==> config.mk <==
export PLATFORM = sky130hd
export DESIGN_NAME = srec_s1_record_page_assembler_flat
export DESIGN_NICKNAME = d
export VERILOG_FILES = /design/src/rtl/srec_pkg.sv /design/src/rtl/srec_if.sv /design/src/rtl/srec_ctrl.sv /design/src/rtl/srec_dp.sv /design/src/rtl/srec_s1_record_page_assembler.sv /design/src/flat_wrapper.sv
export SDC_FILE = /design/constraint.sdc
export NUM_CORES = 1
export LEC_CHECK = 0
export ABC_AREA = 1
export ABC_CLOCK_PERIOD_IN_PS = 17190
export BUFFER_PORTS_ARGS = -buffer_cell sky130_fd_sc_hd__buf_2
export CORE_ASPECT_RATIO = 0.9
export CORE_MARGIN = 3
export CORE_UTILIZATION = 35
export DETAILED_ROUTE_END_ITERATION = 6
export GPL_ROUTABILITY_DRIVEN = 0
export GPL_TIMING_DRIVEN = 0
export PLACE_DENSITY_LB_ADDON = 0.05
export SLEW_MARGIN = 20
export SYNTH_ARGS = -nofsm -noshare
export SYNTH_HDL_FRONTEND = slang
export SYNTH_SLANG_ARGS = --single-unit
==> constraint.sdc <==
create_clock -name clk -period 17.19 [get_ports clk]
set_input_delay 2.5785 -clock clk [delete_from_list [all_inputs] [get_ports clk]]
set_output_delay 2.5785 -clock clk [all_outputs]
set_load 0.005 [all_outputs]
==> src/rtl/srec_pkg.sv <==
// Shared types and constants for the S-record page assembler.
// No dependencies; srec_ctrl, srec_dp and the top level import this package.
`default_nettype none
package srec_pkg;

  typedef enum logic [2:0] {
    ST_OK       = 3'd0,
    ST_CHECKSUM = 3'd1,
    ST_SIZE     = 3'd2,
    ST_TYPE     = 3'd3,
    ST_TERM     = 3'd4,
    ST_HEADER   = 3'd5
  } status_t;

  typedef enum logic [1:0] {
    CS_IDLE,
    CS_FREAD,
    CS_FWAIT
  } ctrl_state_t;

  localparam logic [7:0] CH_S    = 8'h53;
  localparam logic [7:0] CH_0    = 8'h30;
  localparam logic [7:0] CH_1    = 8'h31;
  localparam logic [7:0] CH_9    = 8'h39;
  localparam logic [7:0] CH_A    = 8'h41;
  localparam logic [7:0] SUM_OK  = 8'hFF;
  localparam logic [7:0] HDR_LEN = 8'd3;

  localparam int unsigned POS_W = 10;
  localparam logic [POS_W-1:0] POS_LIMIT = 10'd1023;

  localparam int unsigned PADDR_W = 3;
  localparam logic REG_FIRST_PAGE = 1'b0;

  typedef struct packed {
    logic accept;
    logic word_load;
  } dp_cmd_t;

  typedef struct packed {
    logic out_free;
    logic flush_req;
    logic last_word;
  } dp_stat_t;

  function automatic logic [7:0] nibble_value(input logic [7:0] c);
    if (c <= CH_9) begin
      return c - CH_0;
    end
    return c - CH_A + 8'd10;
  endfunction

  function automatic logic [7:0] pair_value(input logic [7:0] hi, input logic [7:0] lo);
    logic [7:0] hn;
    logic [7:0] h;
    hn = nibble_value(hi);
    h  = {hn[3:0], 4'b0000};
    return h + nibble_value(lo);
  endfunction

endpackage
`default_nettype wire

==> src/rtl/srec_if.sv <==
// Stream interfaces for the character input and the result output.
// Depends on nothing; payload widths are fixed by the field definitions.
`default_nettype none
interface srec_in_if;
  logic       valid;
  logic       ready;
  logic [7:0] char_code;
  logic       end_of_record;
  modport source (output valid, char_code, end_of_record, input ready);
  modport sink (input valid, char_code, end_of_record, output ready);
endinterface

interface srec_out_if;
  logic        valid;
  logic        ready;
  logic        item_kind;
  logic [2:0]  status;
  logic [7:0]  page_number;
  logic [7:0]  page_bytes;
  logic [3:0]  word_index;
  logic [63:0] data_word;
  logic        last;
  modport source (output valid, item_kind, status, page_number, page_bytes, word_index,
                  data_word, last, input ready);
  modport sink (input valid, item_kind, status, page_number, page_bytes, word_index,
                data_word, last, output ready);
endinterface
`default_nettype wire

==> src/rtl/srec_ctrl.sv <==
// Controller: accepts characters and sequences the page flush.
// Depends on srec_pkg; drives the datapath through dp_cmd_t.
`default_nettype none
module srec_ctrl
  import srec_pkg::*;
(
  input  wire logic     clk,
  input  wire logic     rst,
  input  wire logic     in_valid,
  input  wire logic     in_eor,
  output logic          in_ready,
  input  wire dp_stat_t stat,
  output dp_cmd_t       cmd
);

  ctrl_state_t state, state_next;

  always_ff @(posedge clk) begin
    if (rst) begin
      state <= CS_IDLE;
    end else begin
      state <= state_next;
    end
  end

  always_comb begin
    state_next = state;
    case (state)
      CS_IDLE: begin
        if (in_valid && stat.out_free && in_eor && stat.flush_req) begin
          state_next = CS_FREAD;
        end
      end
      CS_FREAD: state_next = CS_FWAIT;
      CS_FWAIT: begin
        if (stat.out_free) begin
          state_next = stat.last_word ? CS_IDLE : CS_FREAD;
        end
      end
      default: state_next = CS_IDLE;
    endcase
  end

  always_comb begin
    in_ready      = 1'b0;
    cmd.accept    = 1'b0;
    cmd.word_load = 1'b0;
    case (state)
      CS_IDLE: begin
        in_ready   = stat.out_free;
        cmd.accept = in_valid && stat.out_free;
      end
      CS_FWAIT: cmd.word_load = stat.out_free;
      default: ;
    endcase
  end

endmodule
`default_nettype wire

==> src/rtl/srec_dp.sv <==
// Datapath: record parser, checksum, page buffer memory and result register.
// Depends on srec_pkg; commanded by srec_ctrl.
`default_nettype none
module srec_dp
  import srec_pkg::*;
#(
  parameter int unsigned PAGE_BYTES       = 128,
  parameter int unsigned RECORDS_PER_PAGE = 8,
  parameter int unsigned MAX_BYTE_COUNT   = 19
) (
  input  wire logic    clk,
  input  wire logic    rst,
  input  wire logic [7:0] char_code,
  input  wire logic    end_of_record,
  input  wire logic    cfg_we,
  input  wire logic [7:0] cfg_data,
  output logic [7:0]   first_page,
  input  wire dp_cmd_t cmd,
  output dp_stat_t     stat,
  input  wire logic    out_ready,
  output logic         out_valid,
  output logic         out_kind,
  output logic [2:0]   out_status,
  output logic [7:0]   out_page,
  output logic [7:0]   out_bytes,
  output logic [3:0]   out_widx,
  output logic [63:0]  out_data,
  output logic         out_last
);

  localparam int unsigned AW         = $clog2(PAGE_BYTES);
  localparam int unsigned WW         = AW - 3;
  localparam int unsigned FW         = $clog2(PAGE_BYTES + 1);
  localparam int unsigned PAGE_WORDS = (PAGE_BYTES + 7) / 8;
  localparam int unsigned RCW        = $clog2(RECORDS_PER_PAGE + 1);

  logic [POS_W-1:0] pos, pos_next;
  logic [7:0]       bc, bc_next, sum, sum_next, hold, hold_next, rtype, rtype_next;
  status_t          rstat, rstat_next, st, flush_st;
  logic [FW-1:0]    fill, fill_next;
  logic [RCW-1:0]   rc, rc_next;
  logic [7:0]       page;
  logic [WW-1:0]    widx;
  logic             wr_en, flush;
  logic [7:0]       pair_b, dl, dl_next;
  logic [POS_W-1:0] k, count_now;
  logic [8:0]       p;
  logic [63:0]      mem [PAGE_WORDS];
  logic [63:0]      rd_data, masked;
  logic [FW+7:0]    fill_wide;
  logic [WW+3:0]    widx_wide;

  assign pair_b  = pair_value(hold, char_code);
  assign dl      = (bc >= HDR_LEN) ? bc - HDR_LEN : 8'd0;
  assign k       = pos - POS_W'(2);
  assign p       = k[POS_W-1:1];
  assign count_now = (pos < POS_LIMIT) ? pos + POS_W'(1) : POS_LIMIT;

  always_comb begin
    bc_next    = bc;
    sum_next   = sum;
    hold_next  = hold;
    rtype_next = rtype;
    rstat_next = rstat;
    fill_next  = fill;
    wr_en      = 1'b0;
    if (pos == '0) begin
      bc_next    = '0;
      sum_next   = '0;
      hold_next  = '0;
      rtype_next = '0;
      rstat_next = (char_code == CH_S) ? ST_OK : ST_HEADER;
    end else if (pos == POS_W'(1)) begin
      rtype_next = char_code;
    end else if (rstat == ST_OK && rtype == CH_1) begin
      if (!k[0]) begin
        hold_next = char_code;
      end else if (p == '0) begin
        bc_next  = pair_b;
        sum_next = pair_b;
        if (pair_b > 8'(MAX_BYTE_COUNT)) begin
          rstat_next = ST_SIZE;
        end
      end else if (p <= 9'd3 + {1'b0, dl}) begin
        sum_next = sum + pair_b;
        if (p >= 9'd3 && p < 9'd3 + {1'b0, dl} && fill < FW'(PAGE_BYTES)) begin
          wr_en     = 1'b1;
          fill_next = fill + FW'(1);
        end
      end
    end
  end

  assign dl_next = (bc_next >= HDR_LEN) ? bc_next - HDR_LEN : 8'd0;

  // Final status of the record, evaluated on its last character.
  always_comb begin
    rc_next = rc;
    if (rstat_next == ST_HEADER) begin
      st = ST_HEADER;
    end else if (count_now < POS_W'(2)) begin
      st = ST_TYPE;
    end else if (rtype_next == CH_9) begin
      st = ST_TERM;
    end else if (rtype_next == CH_0) begin
      st = ST_OK;
    end else if (rtype_next != CH_1) begin
      st = ST_TYPE;
    end else if (rstat_next == ST_SIZE) begin
      st = ST_SIZE;
    end else if (count_now < POS_W'(4)) begin
      st = ST_CHECKSUM;
    end else begin
      rc_next = rc + RCW'(1);
      if (count_now >= POS_W'(10) + {1'b0, dl_next, 1'b0} && sum_next == SUM_OK) begin
        st = ST_OK;
      end else begin
        st = ST_CHECKSUM;
      end
    end
  end

  assign flush = (rc_next >= RCW'(RECORDS_PER_PAGE)) || (st == ST_TERM);

  assign stat.out_free  = !out_valid || out_ready;
  assign stat.flush_req = flush;
  assign stat.last_word = (widx == WW'(PAGE_WORDS - 1));

  always_ff @(posedge clk) begin
    if (wr_en) begin
      mem[fill[AW-1:3]][fill[2:0]*8 +: 8] <= pair_b;
    end
    rd_data <= mem[widx];
  end

  // Bytes at or past the fill level read as zero.
  always_comb begin
    for (int j = 0; j < 8; j++) begin
      masked[j*8 +: 8] = ({1'b0, widx, 3'(j)} < (WW+4)'(fill)) ? rd_data[j*8 +: 8] : 8'd0;
    end
  end

  assign fill_wide = {8'd0, fill_next};
  assign widx_wide = {4'd0, widx};

  always_ff @(posedge clk) begin
    if (rst) begin
      pos        <= '0;
      bc         <= '0;
      sum        <= '0;
      hold       <= '0;
      rtype      <= '0;
      rstat      <= ST_OK;
      fill       <= '0;
      rc         <= '0;
      page       <= '0;
      first_page <= '0;
      widx       <= '0;
      out_valid  <= 1'b0;
      flush_st   <= ST_OK;
    end else begin
      if (out_ready) begin
        out_valid <= 1'b0;
      end
      if (cfg_we) begin
        first_page <= cfg_data;
        page       <= cfg_data;
      end
      if (cmd.accept) begin
        bc    <= bc_next;
        sum   <= sum_next;
        hold  <= hold_next;
        rtype <= rtype_next;
        fill  <= fill_next;
        if (end_of_record) begin
          pos        <= '0;
          rstat      <= ST_OK;
          rc         <= rc_next;
          flush_st   <= st;
          out_valid  <= 1'b1;
          out_kind   <= 1'b0;
          out_status <= st;
          out_page   <= page;
          out_bytes  <= fill_wide[7:0];
          out_widx   <= 4'd0;
          out_data   <= 64'd0;
          out_last   <= !flush;
        end else begin
          pos   <= count_now;
          rstat <= rstat_next;
        end
      end
      if (cmd.word_load) begin
        out_valid  <= 1'b1;
        out_kind   <= 1'b1;
        out_status <= flush_st;
        out_page   <= page;
        out_bytes  <= 8'(fill);
        out_widx   <= widx_wide[3:0];
        out_data   <= masked;
        out_last   <= stat.last_word;
        if (stat.last_word) begin
          widx <= '0;
          fill <= '0;
          rc   <= '0;
          page <= page + 8'd1;
        end else begin
          widx <= widx + WW'(1);
        end
      end
    end
  end

endmodule
`default_nettype wire

==> src/rtl/srec_s1_record_page_assembler.sv <==
// S1 record page assembler top level: APB register port, controller, datapath.
// Depends on srec_pkg, srec_if, srec_ctrl and srec_dp.
`default_nettype none
// Takes S-record text one character per transaction and gives one status
// transaction per record, on the character flagged as the record's end. After
// RECORDS_PER_PAGE counted S1 records, or on an S9 record, the page buffer
// follows as ceil(PAGE_BYTES/8) 64-bit word transactions. A character is taken
// while the output register is free; a flush reads each word through the registered
// read port of the page memory, and holds off input until its last word is loaded.
// Register first_page sits at byte address 0 and loads the page counter.
module srec_s1_record_page_assembler
  import srec_pkg::*;
#(
  parameter int unsigned PAGE_BYTES       = 128,
  parameter int unsigned RECORDS_PER_PAGE = 8,
  parameter int unsigned MAX_BYTE_COUNT   = 19
) (
  input  wire logic               clk,
  input  wire logic               rst,
  srec_in_if.sink                 in_s,
  srec_out_if.source              out_s,
  input  wire logic               psel,
  input  wire logic               penable,
  input  wire logic               pwrite,
  input  wire logic [PADDR_W-1:0] paddr,
  input  wire logic [31:0]        pwdata,
  output logic [31:0]             prdata,
  output logic                    pready
);

  dp_cmd_t    cmd;
  dp_stat_t   stat;
  logic       cfg_we;
  logic [7:0] first_page;

  assign pready = 1'b1;
  assign cfg_we = psel && penable && pwrite && (paddr[2] == REG_FIRST_PAGE);
  assign prdata = (paddr[2] == REG_FIRST_PAGE) ? {24'd0, first_page} : 32'd0;

  srec_ctrl u_ctrl (
    .clk      (clk),
    .rst      (rst),
    .in_valid (in_s.valid),
    .in_eor   (in_s.end_of_record),
    .in_ready (in_s.ready),
    .stat     (stat),
    .cmd      (cmd)
  );

  srec_dp #(
    .PAGE_BYTES       (PAGE_BYTES),
    .RECORDS_PER_PAGE (RECORDS_PER_PAGE),
    .MAX_BYTE_COUNT   (MAX_BYTE_COUNT)
  ) u_dp (
    .clk           (clk),
    .rst           (rst),
    .char_code     (in_s.char_code),
    .end_of_record (in_s.end_of_record),
    .cfg_we        (cfg_we),
    .cfg_data      (pwdata[7:0]),
    .first_page    (first_page),
    .cmd           (cmd),
    .stat          (stat),
    .out_ready     (out_s.ready),
    .out_valid     (out_s.valid),
    .out_kind      (out_s.item_kind),
    .out_status    (out_s.status),
    .out_page      (out_s.page_number),
    .out_bytes     (out_s.page_bytes),
    .out_widx      (out_s.word_index),
    .out_data      (out_s.data_word),
    .out_last      (out_s.last)
  );

endmodule
`default_nettype wire

==> src/flat_wrapper.sv <==
// flat-port wrapper written by rule: the top's interface ports become plain ports
module srec_s1_record_page_assembler_flat import srec_pkg::*;
#(
  parameter int unsigned PAGE_BYTES       = 128,
  parameter int unsigned RECORDS_PER_PAGE = 8,
  parameter int unsigned MAX_BYTE_COUNT   = 19
)
  (clk, rst, psel, penable, pwrite, paddr, pwdata, prdata, pready, in_s_valid, in_s_char_code, in_s_end_of_record, in_s_ready, out_s_valid, out_s_item_kind, out_s_status, out_s_page_number, out_s_page_bytes, out_s_word_index, out_s_data_word, out_s_last, out_s_ready);
  srec_in_if in_s_i ();
  srec_out_if out_s_i ();
  input  wire logic clk;
  input  wire logic rst;
  input  wire logic psel;
  input  wire logic penable;
  input  wire logic pwrite;
  input  wire logic [PADDR_W-1:0] paddr;
  input  wire logic [31:0] pwdata;
  output logic [31:0] prdata;
  output logic pready;
  input wire logic [$bits(in_s_i.valid)-1:0] in_s_valid;
  input wire logic [$bits(in_s_i.char_code)-1:0] in_s_char_code;
  input wire logic [$bits(in_s_i.end_of_record)-1:0] in_s_end_of_record;
  output wire logic [$bits(in_s_i.ready)-1:0] in_s_ready;
  output wire logic [$bits(out_s_i.valid)-1:0] out_s_valid;
  output wire logic [$bits(out_s_i.item_kind)-1:0] out_s_item_kind;
  output wire logic [$bits(out_s_i.status)-1:0] out_s_status;
  output wire logic [$bits(out_s_i.page_number)-1:0] out_s_page_number;
  output wire logic [$bits(out_s_i.page_bytes)-1:0] out_s_page_bytes;
  output wire logic [$bits(out_s_i.word_index)-1:0] out_s_word_index;
  output wire logic [$bits(out_s_i.data_word)-1:0] out_s_data_word;
  output wire logic [$bits(out_s_i.last)-1:0] out_s_last;
  input wire logic [$bits(out_s_i.ready)-1:0] out_s_ready;
  assign in_s_i.valid = in_s_valid;
  assign in_s_i.char_code = in_s_char_code;
  assign in_s_i.end_of_record = in_s_end_of_record;
  assign in_s_ready = in_s_i.ready;
  assign out_s_valid = out_s_i.valid;
  assign out_s_item_kind = out_s_i.item_kind;
  assign out_s_status = out_s_i.status;
  assign out_s_page_number = out_s_i.page_number;
  assign out_s_page_bytes = out_s_i.page_bytes;
  assign out_s_word_index = out_s_i.word_index;
  assign out_s_data_word = out_s_i.data_word;
  assign out_s_last = out_s_i.last;
  assign out_s_i.ready = out_s_ready;
  srec_s1_record_page_assembler #(.PAGE_BYTES(PAGE_BYTES), .RECORDS_PER_PAGE(RECORDS_PER_PAGE), .MAX_BYTE_COUNT(MAX_BYTE_COUNT)) u_core (.clk(clk), .rst(rst), .in_s(in_s_i), .out_s(out_s_i), .psel(psel), .penable(penable), .pwrite(pwrite), .paddr(paddr), .pwdata(pwdata), .prdata(prdata), .pready(pready));
endmodule
==> impl_metrics.ini <==
[run_status]
status = completed

[yosys]
synth_common_cells = edfxtp_1, nor2_1, o21ai_0, nand2_1, inv_1
avgSynthCellArea_um2 = 11.55
ys_types = 59
synth-seq-cells = 1260
synthAdderAreaFrac_pct = 1.447
synth-xor-area-share_pct = 0.6371
synthArstFlopShare_pct = 0
yosys_most_used_dff = edfxtp_1
synth.area.top_cells = edfxtp_1, nor2_1, dfxtp_1
synth-edff-count = 1113
syn_area_um2 = 52040
synth-seq-area-share_pct = 69.87
synth_top_area_share_pct = 64.22
synth_top_family_by_area = simple AND/OR/NAND/NOR gates
yosysTopAreaCell = edfxtp_1
syn_inst = 4506
synthSimpleGateAreaFrac_pct = 12.66
yosysMostFrequentCell = edfxtp_1
synth_compound_area_share_pct = 11.22
yosys_warnings = 0
synthMuxAreaShare_pct = 0

[hold_path]
min_path_type = flop to flop

[clocking]
cts_tree = built
clkSinkCount = 1260
numCtsBuffers = 141
clk_pin_slew_ns = 0.06
insertion_delay_ns = 0.78
cts_max_path_buffers = 3
cts-root-buf = clkbuf_16
postCtsSetupBuffers = 0
cts_resized = 0
cts_htree_levels = 4
post_cts_hold_buffer_count = 0

[timing]
max_freq_ghz = 0.1195
finalCritPeriodShare_pct = 48.68
finalClockSkew_ns = 0.03364
drv_slew = 0
worst_slack_ns = 8.823
finalSetupTns_ns = 0
relSlewSlack_pct = 21.52
min_period_ns = 8.367
whs_ns = 0.4648
grt_setup_unrepaired = no
finalHoldViolCount = 0
tightest_slew_ns = 1.177
finalSetupViolCount = 0

[layout]
nets = 4945
drive_above_1_share_pct = 11.58
fin_cells = 6912
synthToLayoutAreaGrowth_pct = 16.97

[route]
viasPerCell = 5.212
wl_mm = 178.2
drtAntennaViolNets = 0
vias = 36030
dr.pass1.iters = 5
drc = 0
wire_per_inst_um = 25.78
drt_iter0_drc = 2947

[critical_path]
cpMostUsedCell = nand2_1
crit_arrival_ns = 8.87
worst_r2r_path_depth = 43
path_class = primary input to flop
r2r_setup_slack_ns = 10.10
critPathCaptureType = flop
cp_max_fo = 7
startpoint = in_s_char_code[0]
endpoint = u_core.u_dp.out_last
worstReg2RegEnd = u_core.u_dp.out_last
worstPathRequired_ns = 17.70
r2r_start = u_core.u_dp.hold[0]
start_kind = primary input
slowest_delay_ns = 0.57
slowest_stage = nand2_1

[floorplanning]
placeableCoreArea_um2 = 146900
dieArea_um2 = 153400
initial_core_util_pct = 35.42
die_w_um = 412.5
ios = 175
die_h_um = 371.8
row_count = 133

[global_route]
track_usage_pct = 23.06
grt_antenna_before_repair = 10
grt_pass1_wl_mm = 254.3
grt_max_degree = 20
grt_overflow = 0
grt_pass1_vias = 34920

[power_and_ir_drop]
irDropWorstVdd_v = 0.0001056
p_total_mw = 7.003
leakagePower_nw = 22.31
power_density_nw_per_um2 = 115.0

[placement]
dp_slack_ns = 8.165
dp_cells = 6649
dp_hpwl_mm = 128.4
io_buffer_count = 122

[flow_run]
cap_violations = 0
## per-stage QoR
stage	utilization [%]	cell area, um^2
finish	41.43	60870
global route	41.42	60860
CTS	41.39	60820
detailed placement	38.17	56080
global placement	37.56	55190
floorplan	-	52130
## critical path, delay by kind of cell
kind / cells / cell delay, ns
simple gates: 24 / 3.39
xor+xnor: 2 / 0.29
buf+inv: 5 / 0.56
compound gates: 6 / 0.75
fa+ha+maj: 5 / 1.31
## cell families (layout without fill, tap and decap cells)
kind of cell	Yosys count	in the layout
simple gates	1600	1600
flops	1260	1260
compound gates	1010	1010
buf+inv	538	958
fa+ha+maj	59	59
xor+xnor	37	37
other cells	2	31
## worst min path at each step
stage                     cells after the start                        end                       from
final                                         2  u_core.u_dp.first_page[0]  u_core.u_dp.first_page[0]
after global routing                          2  u_core.u_dp.first_page[7]  u_core.u_dp.first_page[7]
after CTS                                     2  u_core.u_dp.first_page[5]  u_core.u_dp.first_page[5]
after detailed placement                      0    u_core.u_dp.out_page[7]        u_core.u_dp.page[7]
after global placement                        2  u_core.u_dp.first_page[7]  u_core.u_dp.first_page[7]
after floorplan                               0    u_core.u_dp.out_page[7]        u_core.u_dp.page[7]
## cells in the final DEF (no fill, tap or decap), types with 13 or more instances in the layout
master and instances:
a21oi_1 88, buf_16 15, buf_2 143, buf_4 31
bufinv_16 14, clkbuf_1 263, clkbuf_16 143, clkbuf_8 20
clkinv_1 13, conb_1 25, dfxtp_1 147, edfxtp_1 1113
ha_1 57, inv_1 236, inv_2 13, nand2_1 413
nand2_2 23, nand3_1 180, nand4_1 24, nor2_1 831
nor2_2 63, nor3_1 20, o211ai_1 29, o21ai_0 582
o221ai_1 105, o22ai_1 157, xor2_1 27
## power breakdown
group          internal [mW]  switching (mW)
sequential              3.35          0.0153
clock                   1.84            1.28
combinational          0.133           0.388
## registers in the layout (all words and copies together) (netlist names), 10 cells and up
register,count
u_core.u_dp.mem,1024
u_core.u_dp.out_data,64
u_core.u_dp.pos,10
u_core.u_dp.rd_data,64
## layer usage
| layer | up-vias | global-route usage, % | wire (um) |
|---|---|---|---|
| met5 | - | 0 | 0 |
| met4 | 0 | 6.844 | 4897 |
| met3 | 232 | 4.210 | 11390 |
| met2 | 1033 | 34.02 | 76490 |
| met1 | 18010 | 34.43 | 85450 |
| li1 | 16750 | - | - |
## layout make-up
type                       instances  area (um^2)
fill                           14070        86070
sequential                      1260        36360
multi-input combinational       2731        13880
clock buffer                     206         4015
tap                             1957         2449
timing repair buffer             163         1250
buffer                           282         1207
inverter                         256        963.4
clock inverter                    51        725.7
antenna                            6        15.01
No activity file was read; power rests on OpenSTA's default activity.
